[src/rtl/cmw_pkg.sv]
`timescale 1ns / 1ps
`default_nettype none
// ----------------------------------------------------------------------------
// cmw_pkg: contraharmonic mean window filter shared definitions
// Widths, request and result types and the per-tap sample select.
// ----------------------------------------------------------------------------
package cmw_pkg;

  localparam int WINDOW_TAPS = 9;
  localparam int SAMPLE_BITS = 8;
  localparam int ENTRY_BITS  = 40;

  localparam int TABLE_DEPTH = 2 ** SAMPLE_BITS;
  localparam int PROD_BITS   = ENTRY_BITS + SAMPLE_BITS;
  localparam int SUM_GUARD   = 4;
  localparam int DEN_BITS    = ENTRY_BITS + SUM_GUARD;
  localparam int NUM_BITS    = PROD_BITS + SUM_GUARD;
  localparam int GROUP_TAPS  = 3;
  localparam int GROUPS      = (WINDOW_TAPS + GROUP_TAPS - 1) / GROUP_TAPS;
  localparam int DIV_STAGES  = SAMPLE_BITS;

  localparam logic REQ_LOAD   = 1'b0;
  localparam logic REQ_WINDOW = 1'b1;

  typedef logic [SAMPLE_BITS-1:0] sample_t;

  typedef struct packed {
    logic                  req_type;
    sample_t               sample_0;
    sample_t               sample_1;
    sample_t               sample_2;
    sample_t               sample_3;
    sample_t               sample_4;
    sample_t               sample_5;
    sample_t               sample_6;
    sample_t               sample_7;
    sample_t               sample_8;
    logic [7:0]            table_index;
    logic [ENTRY_BITS-1:0] entry_value;
  } req_t;

  typedef struct packed {
    logic [7:0] filtered;
    logic       computed;
  } res_t;

  // sideband travelling alongside each request through the pipeline
  typedef struct packed {
    logic    valid;
    logic    win;
    sample_t centre;
  } ctl_t;

  function automatic sample_t sample_at(input req_t req, input int idx);
    sample_t s;
    s = '0;
    case (idx)
      0:       s = req.sample_0;
      1:       s = req.sample_1;
      2:       s = req.sample_2;
      3:       s = req.sample_3;
      4:       s = req.sample_4;
      5:       s = req.sample_5;
      6:       s = req.sample_6;
      7:       s = req.sample_7;
      8:       s = req.sample_8;
      default: s = '0;
    endcase
    return s;
  endfunction

endpackage
`default_nettype wire

[src/rtl/cmw_div.sv]
`timescale 1ns / 1ps
`default_nettype none
// ----------------------------------------------------------------------------
// cmw_div: pipelined quotient and result select
// Saturation check, then one restoring quotient bit per stage, then the
// result register choosing load zero, centre pass, clamp or quotient.
// ----------------------------------------------------------------------------
module cmw_div (
  input  wire logic                         clk_i,
  input  wire logic                         rst_ni,
  input  wire logic                         en_i,
  input  wire cmw_pkg::ctl_t                ctl_i,
  input  wire logic [cmw_pkg::NUM_BITS-1:0] num_i,
  input  wire logic [cmw_pkg::DEN_BITS-1:0] den_i,
  output logic                              out_valid_o,
  output cmw_pkg::res_t                     out_res_o
);

  localparam int NS = cmw_pkg::DIV_STAGES + 1;

  logic [cmw_pkg::NUM_BITS-1:0]    rem_q  [NS];
  logic [cmw_pkg::DEN_BITS-1:0]    den_q  [NS];
  logic [cmw_pkg::SAMPLE_BITS-1:0] quo_q  [NS];
  logic                            sat_q  [NS];
  logic                            zero_q [NS];
  cmw_pkg::ctl_t                   ctl_q  [NS];

  logic [cmw_pkg::NUM_BITS-1:0] den_top;
  cmw_pkg::res_t                res_d;

  assign den_top = {den_i, {cmw_pkg::SAMPLE_BITS{1'b0}}};

  always_ff @(posedge clk_i) begin
    if (en_i) begin
      rem_q[0]  <= num_i;
      den_q[0]  <= den_i;
      quo_q[0]  <= '0;
      sat_q[0]  <= (num_i >= den_top);
      zero_q[0] <= (den_i == '0);
    end
  end

  always_ff @(posedge clk_i or negedge rst_ni) begin
    if (!rst_ni) begin
      ctl_q[0] <= '0;
    end else if (en_i) begin
      ctl_q[0] <= ctl_i;
    end
  end

  for (genvar i = 0; i < cmw_pkg::DIV_STAGES; i++) begin : g_stage
    localparam int K = cmw_pkg::DIV_STAGES - 1 - i;

    logic [cmw_pkg::NUM_BITS-1:0]    den_sh;
    logic [cmw_pkg::NUM_BITS-1:0]    rem_d;
    logic [cmw_pkg::SAMPLE_BITS-1:0] quo_d;

    assign den_sh = cmw_pkg::NUM_BITS'(den_q[i]) << K;

    always_comb begin
      rem_d = rem_q[i];
      quo_d = quo_q[i];
      if (rem_q[i] >= den_sh) begin
        rem_d    = rem_q[i] - den_sh;
        quo_d[K] = 1'b1;
      end
    end

    always_ff @(posedge clk_i) begin
      if (en_i) begin
        rem_q[i+1]  <= rem_d;
        den_q[i+1]  <= den_q[i];
        quo_q[i+1]  <= quo_d;
        sat_q[i+1]  <= sat_q[i];
        zero_q[i+1] <= zero_q[i];
      end
    end

    always_ff @(posedge clk_i or negedge rst_ni) begin
      if (!rst_ni) begin
        ctl_q[i+1] <= '0;
      end else if (en_i) begin
        ctl_q[i+1] <= ctl_q[i];
      end
    end
  end

  always_comb begin
    res_d = '0;
    if (ctl_q[NS-1].win == cmw_pkg::REQ_WINDOW) begin
      if (zero_q[NS-1]) begin
        res_d.filtered = 8'(ctl_q[NS-1].centre);
      end else if (sat_q[NS-1]) begin
        res_d.filtered = 8'hff;
        res_d.computed = 1'b1;
      end else begin
        res_d.filtered = 8'(quo_q[NS-1]);
        res_d.computed = 1'b1;
      end
    end
  end

  always_ff @(posedge clk_i) begin
    if (en_i) begin
      out_res_o <= res_d;
    end
  end

  always_ff @(posedge clk_i or negedge rst_ni) begin
    if (!rst_ni) begin
      out_valid_o <= 1'b0;
    end else if (en_i) begin
      out_valid_o <= ctl_q[NS-1].valid;
    end
  end

endmodule
`default_nettype wire

[config.mk]
export PLATFORM = sky130hd
export DESIGN_NAME = cmw_div
export DESIGN_NICKNAME = d
export VERILOG_FILES = /design/src/rtl/cmw_pkg.sv /design/src/rtl/cmw_div.sv
export SDC_FILE = /design/constraint.sdc
export NUM_CORES = 2
export LEC_CHECK = 0
export BUFFER_PORTS_ARGS = -buffer_cell sky130_fd_sc_hd__buf_4
export CELL_PAD_IN_SITES_DETAIL_PLACEMENT = 0
export CELL_PAD_IN_SITES_GLOBAL_PLACEMENT = 1
export CORE_ASPECT_RATIO = 0.9
export CORE_MARGIN = 2
export CORE_UTILIZATION = 46
export CTS_BUF_LIST = sky130_fd_sc_hd__clkbuf_8 sky130_fd_sc_hd__clkbuf_16
export DETAILED_ROUTE_END_ITERATION = 6
export GPL_TIMING_DRIVEN = 0
export MAX_ROUTING_LAYER = met4
export PLACE_DENSITY_LB_ADDON = 0.05
export SLEW_MARGIN = 30
export SYNTH_ARGS = -nofsm -noshare
export SYNTH_HDL_FRONTEND = slang
export SYNTH_SLANG_ARGS = --single-unit
[constraint.sdc]
create_clock -name clk_i -period 3.2 [get_ports clk_i]
set_clock_uncertainty 0.05 [all_clocks]
set_input_delay 0.8 -clock clk_i [delete_from_list [all_inputs] [get_ports clk_i]]
set_output_delay 0.8 -clock clk_i [all_outputs]
set_load 0.03 [all_outputs]
==> flow_metrics.tcl <==
set metrics [dict create \
    syn_inst 5003 \
    relSlewSlack_pct 42.1 \
    synth-seq-area-share_pct 51.0 \
    slowest_delay_ns 0.42 \
    cp-end-kind "flop" \
    dr_wl_met2_mm 70.3 \
    fp.dieW_um 363 \
    synth-edff-count 831 \
    gr-total-overflow 0 \
    yosys-top-cells-area "edfxtp_1, ha_1, a21oi_1" \
    start_util_pct 46.4 \
    wirelength_mm 147 \
    maxSlewViolCount 0 \
    synthArstFlopShare_pct 9.87 \
    p_per_area_mw_per_mm2 848 \
    crit_fanout 3 \
    ant_nets 0 \
    startpoint_type "flop" \
    crit_type "flop to flop" \
    synth.most_common_cell "edfxtp_1" \
    nets 6052 \
    die_area_mm2 0.119 \
    min_path_type "input port to asynchronous set/reset pin" \
    ios 119 \
    cpMostUsedCell "o31a_1" \
    cts_hold_buf 0 \
    yosysWarnings 0 \
    htree_levels 3 \
    final-setup-viol-count 294 \
    ir_drop_mv 0.513 \
    top_layer "met4" \
    rows 118 \
    drc 0 \
    hold_viol 0 \
    dp_hpwl_mm 106 \
    cp.required_ns 3.59 \
    antenna_cells 0 \
    slowest_stage "edfxtp_1" \
    ys.flop_type "edfxtp_1" \
    wl_met3_mm 4.07 \
    postSynthAreaPerCell_um2 10.7 \
    rsz0062_at_grt "yes" \
    ctsLongestPathBuffers 3 \
    portBuffers 118 \
    synth_top_area_share_pct 46.7 \
    grt_antenna_before_repair 0 \
    final_core_util_pct 59.9 \
    fmax_ghz 0.282 \
    violations "negative setup slack" \
    clk_pin_slew_ns 0.06 \
    setup_slack_ns -0.345 \
    vias_per_cell 5.45 \
    place_congestion 0.922 \
    final_cells 7125 \
    insertion_delay_ns 0.69 \
    drv_cap 0 \
    yosys-top-cells-count "edfxtp_1, a21oi_1, inv_1, ha_1, nand2_1" \
    path_cells "buf_6 > inv_2 > fa_2 > nor2b_4 > o31a_1 > o31a_1 > a211oi_2 > a21oi_2 > a22o_4 > a311oi_4 > o31ai_2 > a311o_1 > mux2_4" \
    first_pass_iters 7 \
    grt_max_degree 124 \
    worst_pin_slew_ns 0.869 \
    synth_seq_cells 922 \
    ctsRootBufferMaster "clkbuf_16" \
    placed_cells 6629 \
    synth_area_mm2 0.0534 \
    drive_above_1_share_pct 29.0 \
    routedWlPerCell_um 20.6 \
    ys_types 94 \
    status "complete, but fails checks" \
    cts_tree "yes" \
    clkSinkCount 922 \
    via_count 38829 \
    p_leak_nw 28.0 \
    syn_to_final_growth_pct 29.2 \
    synth_nets 5515 \
    die_h_um 327 \
    wl_met1_mm 63.5 \
    grt_pass1_wl_mm 218 \
    drtIter0Drc 2398 \
    core_area_mm2 0.115 \
    grt_pass1_vias 38636 \
    period_minus_slack_ns 3.54 \
    fin_crit_sh_pct 111 \
    grt_usage_pct 24.3 \
    yosys.area.top_type "edfxtp_1" \
    worstPathArrival_ns 3.93 \
    cts_made_buffers 97 \
]
-- report_power, final --
part	total, mW	switching (mW)	internal (mW)
clock	10.9	4.70	6.17
combinational	28.3	15.0	13.3
sequential	19.3	2.21	17.1
total	58.5	21.9	36.6
-- state kept, by name, summed over array words and instances (netlist names) --
name         cells
out_valid_o      1
den_q          352
out_res_o        9
ctl_q           90
sat_q            9
rem_q          416
zero_q           9
quo_q           36
-- through the flow --
step                TNS (ns)  instance area [µm²]  total power [mW]  worst slack [ns]  hold WS (ns)
finish                -39.46                69000              58.5            -0.345        0.0654
global route          -71.04                69000              62.1            -0.407         0.123
CTS                   -47.32                64800              54.6            -0.354        0.0902
detailed placement   -587.91                56500              39.7             -2.23         0.355
global placement    -5478.10                56200              39.8             -6.41         0.350
floorplan             -0.142                53400              34.0            -0.135         0.350
-- worst max-delay path: cells and delay by family, from the launching register on --
family                     cells  cell delay [ns]
AOI/OAI and AO/OA              8             2.07
DFF                            1             0.42
muxes                          1             0.30
adders and majority gates      1             0.22
buffers and inverters          2             0.19
and+or+nand+nor                1             0.05
-- logic make-up (layout without fill, tap and decap cells) --
group / count (synthesis) / after routing / share of synthesized area [%]
compound gates: 1403 / 1403 / 16.4
simple gates: 1170 / 1170 / 10.5
flops: 922 / 922 / 51.0
buf+inv: 669 / 1291 / 4.76
fa+ha+maj: 403 / 403 / 9.54
xor+xnor: 301 / 301 / 4.94
mux: 135 / 135 / 2.84
-- worst paths after layout --
check                      depth (start not counted)  slack [ns]             to    startpoint
max                                               13       -0.34  rem_q[0][103]   rem_q[0][8]
min                                                1        0.07      ctl_q[79]        rst_ni
max reg2reg                                       13       -0.34  rem_q[0][103]   rem_q[0][8]
min reg2reg                                        0        0.37   zero_q[0][8]  zero_q[0][7]
max in group asynchronous                          1        2.36      ctl_q[51]        rst_ni
min in group clk_i                                 1        0.25    rem_q[0][2]      num_i[2]
-- metal layers --
layer,track usage [%],vias to the layer above
met2,39.2,783
met3,2.72,358
met4,12.2,0
met1,30.5,18283
li1,-,19405
met5,-,-
-- layout make-up --
| type | count | area, µm² |
|---|---|---|
| fill | 9558 | 46100 |
| multi-input combinational | 3412 | 28700 |
| sequential | 922 | 27200 |
| timing repair buffer | 519 | 4980 |
| clock buffer | 99 | 2470 |
| tap | 1500 | 1880 |
| inverter | 477 | 1820 |
| buffer | 111 | 1250 |
| clock inverter | 85 | 639 |
-- cells in the final DEF (no fill, tap or decap), types with 129 or more instances in the layout --
| master | instances |
|---|---|
| inv_1 | 468 |
| nor2_1 | 190 |
| ha_1 | 287 |
| a21oi_1 | 350 |
| edfxtp_1 | 831 |
| clkbuf_16 | 129 |
| a21o_1 | 214 |
| xnor2_1 | 157 |
| buf_4 | 411 |
| nand2_1 | 294 |
| xor2_1 | 136 |
| o21ai_0 | 193 |
-- repair_timing --
item / 4_1_cts / 5_1_grt
endpoints found under the hold margin: 0 / 0
gates resized for setup: 835 / 692
gates cloned: 19 / 22
pin swaps: 182 / 231
setup buffers: 191 / 175
setup endpoints to repair: 441 / 446
No activity file was read; power rests on OpenSTA's default activity.
