### src/rtl/cmw_pkg.sv
`timescale 1ns / 1ps
`default_nettype none
// ----------------------------------------------------------------------------
// cmw_pkg: contraharmonic mean window filter shared definitions
// Widths, request and result types and the per-tap sample select.
// ----------------------------------------------------------------------------
package cmw_pkg;

  localparam int WINDOW_TAPS = 9;
  localparam int SAMPLE_BITS = 8;
  localparam int ENTRY_BITS  = 40;

  localparam int TABLE_DEPTH = 2 ** SAMPLE_BITS;
  localparam int PROD_BITS   = ENTRY_BITS + SAMPLE_BITS;
  localparam int SUM_GUARD   = 4;
  localparam int DEN_BITS    = ENTRY_BITS + SUM_GUARD;
  localparam int NUM_BITS    = PROD_BITS + SUM_GUARD;
  localparam int GROUP_TAPS  = 3;
  localparam int GROUPS      = (WINDOW_TAPS + GROUP_TAPS - 1) / GROUP_TAPS;
  localparam int DIV_STAGES  = SAMPLE_BITS;

  localparam logic REQ_LOAD   = 1'b0;
  localparam logic REQ_WINDOW = 1'b1;

  typedef logic [SAMPLE_BITS-1:0] sample_t;

  typedef struct packed {
    logic                  req_type;
    sample_t               sample_0;
    sample_t               sample_1;
    sample_t               sample_2;
    sample_t               sample_3;
    sample_t               sample_4;
    sample_t               sample_5;
    sample_t               sample_6;
    sample_t               sample_7;
    sample_t               sample_8;
    logic [7:0]            table_index;
    logic [ENTRY_BITS-1:0] entry_value;
  } req_t;

  typedef struct packed {
    logic [7:0] filtered;
    logic       computed;
  } res_t;

  // sideband travelling alongside each request through the pipeline
  typedef struct packed {
    logic    valid;
    logic    win;
    sample_t centre;
  } ctl_t;

  function automatic sample_t sample_at(input req_t req, input int idx);
    sample_t s;
    s = '0;
    case (idx)
      0:       s = req.sample_0;
      1:       s = req.sample_1;
      2:       s = req.sample_2;
      3:       s = req.sample_3;
      4:       s = req.sample_4;
      5:       s = req.sample_5;
      6:       s = req.sample_6;
      7:       s = req.sample_7;
      8:       s = req.sample_8;
      default: s = '0;
    endcase
    return s;
  endfunction

endpackage
`default_nettype wire

### src/rtl/cmw_merge.sv
`timescale 1ns / 1ps
`default_nettype none
// ----------------------------------------------------------------------------
// cmw_merge: lane merge
// Two-level registered adder tree: partial sums over groups of taps, then
// the grand numerator and denominator.
// ----------------------------------------------------------------------------
module cmw_merge (
  input  wire logic                           clk_i,
  input  wire logic                           rst_ni,
  input  wire logic                           en_i,
  input  wire cmw_pkg::ctl_t                  ctl_i,
  input  wire logic [cmw_pkg::PROD_BITS-1:0]  prod_i   [cmw_pkg::WINDOW_TAPS],
  input  wire logic [cmw_pkg::ENTRY_BITS-1:0] weight_i [cmw_pkg::WINDOW_TAPS],
  output cmw_pkg::ctl_t                       ctl_o,
  output logic      [cmw_pkg::NUM_BITS-1:0]   num_o,
  output logic      [cmw_pkg::DEN_BITS-1:0]   den_o
);

  logic [cmw_pkg::NUM_BITS-1:0] grp_num_d [cmw_pkg::GROUPS];
  logic [cmw_pkg::DEN_BITS-1:0] grp_den_d [cmw_pkg::GROUPS];
  logic [cmw_pkg::NUM_BITS-1:0] grp_num_q [cmw_pkg::GROUPS];
  logic [cmw_pkg::DEN_BITS-1:0] grp_den_q [cmw_pkg::GROUPS];
  logic [cmw_pkg::NUM_BITS-1:0] num_d;
  logic [cmw_pkg::DEN_BITS-1:0] den_d;
  cmw_pkg::ctl_t                ctl_q;

  always_comb begin
    int idx;
    for (int g = 0; g < cmw_pkg::GROUPS; g++) begin
      grp_num_d[g] = '0;
      grp_den_d[g] = '0;
      for (int j = 0; j < cmw_pkg::GROUP_TAPS; j++) begin
        idx = g * cmw_pkg::GROUP_TAPS + j;
        if (idx < cmw_pkg::WINDOW_TAPS) begin
          grp_num_d[g] = grp_num_d[g] + cmw_pkg::NUM_BITS'(prod_i[idx]);
          grp_den_d[g] = grp_den_d[g] + cmw_pkg::DEN_BITS'(weight_i[idx]);
        end
      end
    end
  end

  always_comb begin
    num_d = '0;
    den_d = '0;
    for (int g = 0; g < cmw_pkg::GROUPS; g++) begin
      num_d = num_d + grp_num_q[g];
      den_d = den_d + grp_den_q[g];
    end
  end

  always_ff @(posedge clk_i) begin
    if (en_i) begin
      grp_num_q <= grp_num_d;
      grp_den_q <= grp_den_d;
      num_o     <= num_d;
      den_o     <= den_d;
    end
  end

  always_ff @(posedge clk_i or negedge rst_ni) begin
    if (!rst_ni) begin
      ctl_q <= '0;
      ctl_o <= '0;
    end else if (en_i) begin
      ctl_q <= ctl_i;
      ctl_o <= ctl_q;
    end
  end

endmodule
`default_nettype wire

### config.mk
export PLATFORM = sky130hd
export DESIGN_NAME = cmw_merge
export DESIGN_NICKNAME = d
export VERILOG_FILES = /design/src/rtl/cmw_pkg.sv /design/src/rtl/cmw_merge.sv
export SDC_FILE = /design/constraint.sdc
export NUM_CORES = 2
export LEC_CHECK = 0
export ABC_AREA = 1
export BUFFER_PORTS_ARGS = -buffer_cell sky130_fd_sc_hd__buf_2
export CAP_MARGIN = 10
export CORE_MARGIN = 8
export CORE_UTILIZATION = 36
export CTS_CLUSTER_SIZE = 40
export DETAILED_ROUTE_END_ITERATION = 12
export HOLD_SLACK_MARGIN = 0.15
export SYNTH_ARGS = -nofsm -noshare
export SYNTH_HDL_FRONTEND = slang
export SYNTH_SLANG_ARGS = --single-unit
### constraint.sdc
create_clock -name clk_i -period 4 [get_ports clk_i]
set_clock_uncertainty 0.15 [all_clocks]
set_input_delay 0.4 -clock clk_i [delete_from_list [all_inputs] [get_ports clk_i]]
set_output_delay 0.4 -clock clk_i [all_outputs]
set_load 0.02 [all_outputs]
==> metrics.md <==
| Metric | Value |
|---|---|
| Worst-path clk slew | `0.06 ns` |
| Post-Place Cells | `8,888` |
| Yosys warns | `0` |
| Number of buffers inserted by hold repair at cts | `29` |
| Final Cell Area | `54,400 µm²` |
| Row count | `131` |
| Slew @ Worst Pin | `0.990 ns` |
| Critical path arrival | `4.15 ns` |
| Cell variety after synth | `42` |
| GRT Total Usage | `0.280` |
| RSZ-0062 raised after global routing | `no` |
| Final hold vios | `0` |
| Net Count, Synth | `7,823` |
| Outcome | `finished clean` |
| Final setup violation count | `0` |
| Most used cell along the critical path | `nand2_1` |
| Fill count | `13,342` |
| Maximum root-to-sink buffer count | `3` |
| Util after Layout | `0.429` |
| Leak pwr | `28.3 nW` |
| I/O Pins | `911` |
| WHS | `0.154 ns` |
| Post-place setup slack | `0.528 ns` |
| Worst Hold Depth | `1` |
| 1st-iter DRT viols | `3,290` |
| Pwr Density | `714 nW/µm²` |
| Achievable frequency | `0.257 GHz` |
| Post-CTS setup buffer count | `0` |
| Syn avg cell area | `7.25 µm²` |
| Vias in the first global route | `45,529` |
| Hold path endpoint | `den_o[35]` |
| Via Count | `44,618` |
| TritonCTS clock tree | `yes` |
| EDFF count, synth | `372` |
| Worst Path Required | `4.26 ns` |
| Synth Instances | `6,306` |
| Final worst slack | `0.110 ns` |
| Largest fanout on the critical path | `4` |
| Fin crit period | `3.89 ns` |
| Initial antenna violation count | `7` |
| Nature of the critical path startpoint | `input pin` |
| Min-delay src | `en_i` |
| Final ANT Viol Nets | `0` |
| Crit-path cells | `dlygate4sd3_1 -> buf_2 -> fa_1 -> dlygate4sd3_1 -> ha_1 -> fa_1 -> nand2_1 -> nand2_1 -> nand3b_1 -> nand2_1 -> nand2_1 -> nand2_1 -> nand2_1 -> nand2_1 -> nand2_1 -> nand2_1 -> nand2_1 -> nand2_1` |
| Port bufs | `910` |
| Avg WL per Cell | `22.4 µm` |
| Net count reported at finish | `8,824` |
| Top delay family on crit path | `buffers and inverters` |
| PostCTS Resize Cnt | `0` |
| Synth-to-layout area growth | `18.9%` |
| Final worst path period share | `0.972` |
| Max Cap Viol | `0` |
| Non-Filler Instances | `9,011` |
| Clk root buf | `clkbuf_16` |
| Num CTS Buffers | `50` |
| Reg2Reg Depth | `14` |
| Worst-Skew Late Latency | `0.65 ns` |
| Register area share after synthesis | `0.255` |
| Max IR drop VDD | `0.531 mV` |
| Delay of the slowest critical-path stage | `0.61 ns` |
| Ys async rst share | `0.0510` |
| DRC errors left | `0` |
| Die Span Y | `372 µm` |
| Total die area | `139,000 µm²` |
| Slew headroom | `0.338` |
| Setup crit end kind | `flip-flop` |
| R2r setup slk | `0.69 ns` |
| Proportion of layout cells with a drive suffix above 1 | `0.142` |
| Placer Congestion | `1.01` |
| Initial core utilization | `0.361` |
| Core footprint | `127,000 µm²` |
| Num Clock Sinks | `392` |
| Placed Area | `52,500 µm²` |
| RR Endpoint | `den_o[41]` |
| Drt first pass iters | `6` |
| Min-delay worst type | `input pin to flip-flop` |
| H-tree lvl count | `2` |
| GRT overflow | `0` |
| Fin. max-slew vios | `0` |
| RR Startpoint | `grp_den_q[1]` |
| CP Buf/Inv Count | `3` |
| Post-detail-place hpwl | `181,000 µm` |
| Synth Register Bits | `392` |
| Setup_tns | `0 ns` |
| Largest net degree at the start of global routing | `83` |
| First-pass GRT wire length | `289,000 µm` |
| Netlist Area Pre-Place | `45,700 µm²` |
| Critical path's slowest cell | `dlygate4sd3_1` |
| Vias/cell | `4.95` |
| WS Path Type | `input pin to flip-flop` |
| Main synth FF type | `edfxtp_1` |
| Total Power | `38.9 mW` |
| Final WL | `202,000 µm` |
| CP Depth | `18` |
| Die W | `372 µm` |
[synthesized netlist by cell type (2+ instances only)]
library cell	number	area, µm²
a21boi_0	4	30.0
a21o_1	24	180
a21oi_1	317	1590
a21oi_2	2	17.5
a31oi_1	18	113
and2_1	26	163
and3_1	4	25.0
buf_1	2	7.51
clkbuf_1	2	7.51
dfrtp_1	20	500
edfxtp_1	372	11200
fa_1	364	7290
ha_1	348	4350
inv_1	1039	3900
inv_2	4	15.0
nand2_1	2296	8620
nand2_2	8	50.1
nand3_1	272	1360
nand3_2	2	20.0
nand3b_1	38	285
nand4_1	57	357
nor2_1	617	2320
nor2_2	10	62.6
nor3_1	45	225
nor3_2	12	120
nor4_1	2	12.5
o211ai_1	12	90.1
o21a_1	7	52.6
o21ai_0	125	626
o21ai_1	4	20.0
o21ai_2	3	26.3
o21bai_1	28	210
o21bai_2	2	22.5
or2_0	4	25.0
or2_2	5	31.3
xnor2_1	30	263
xor2_1	176	1540
[state kept, by name, indices dropped and copies added, names as in the netlist]
| name | cells |
|---|---|
| ctl_q | 10 |
| den_o | 44 |
| num_o | 52 |
| grp_num_q | 150 |
| ctl_o | 10 |
| grp_den_q | 126 |
[worst reg2reg max path, delay by kind of cell, from the launching register on]
family	cells	cell delay [ns]
fa+ha+maj	3	1.21
buf+inv	2	0.17
flops	1	0.40
simple gates	9	1.12
[worst max path at each step]
stage,from,endpoint
5_1_grt,weight_i[81],grp_den_q[39]
2_1_floorplan,grp_den_q[1],den_o[41]
3_5_place_dp,weight_i[121],grp_den_q[63]
6_report,weight_i[81],grp_den_q[35]
3_3_place_gp,weight_i[259],grp_den_q[124]
4_1_cts,weight_i[81],grp_den_q[39]
[placed cells by master, fill, tap and decap left out, types with 12 or more instances in the layout]
| cell | n |
|---|---|
| and2_1 | 26 |
| a31oi_1 | 18 |
| nand3b_1 | 38 |
| nor3_1 | 45 |
| o21ai_0 | 125 |
| clkinv_1 | 15 |
| clkbuf_16 | 51 |
| nand2_1 | 2296 |
| o211ai_1 | 12 |
| fa_1 | 364 |
| dfrtp_1 | 20 |
| edfxtp_1 | 372 |
| a21oi_1 | 317 |
| dlygate4sd3_1 | 29 |
| xor2_1 | 176 |
| nor3_2 | 12 |
| inv_1 | 1039 |
| nand4_1 | 57 |
| nor2_1 | 617 |
| o21bai_1 | 28 |
| a21o_1 | 24 |
| xnor2_1 | 30 |
| buf_2 | 909 |
| ha_1 | 348 |
| nand3_1 | 272 |
[per-layer routing]
| layer | part of all wire | global-route usage | vias up | wire (µm) |
|---|---|---|---|---|
| met5 | 0.000064 | 0 | - | 13 |
| met4 | 0.027 | 0.0691 | 2 | 5490 |
| met2 | 0.48 | 0.481 | 1499 | 96000 |
| li1 | - | - | 21870 | - |
| met1 | 0.43 | 0.370 | 21033 | 87400 |
| met3 | 0.064 | 0.0432 | 214 | 13000 |
[cell families after synthesis]
logic type,synth area share
flip-flops,0.255
buffers and inverters,0.0859
AND/OR/NAND/NOR,0.300
AO/OA/AOI/OAI,0.0654
XOR/XNOR,0.0394
adder cells (fa/ha/maj),0.254
[power by group]
group	switching, mW	leakage [nW]	total (mW)	internal (mW)
registers	1.19	3.88	8.21	7.03
logic	18.0	23.7	26.1	8.16
clock network	1.98	0.757	4.52	2.54
[area by class of cell]
type                       instances  area, µm²  area share
sequential                       392      11700       0.214
clock buffer                      58       1300      0.0239
inverter                        1043       3920      0.0719
tap                             1662       2080      0.0382
antenna                            1       2.50   0.0000460
clock inverter                    35        287     0.00527
timing repair buffer             953       5010      0.0921
multi-input combinational       4867      30100       0.554
(Power assumes the default switching activity.)
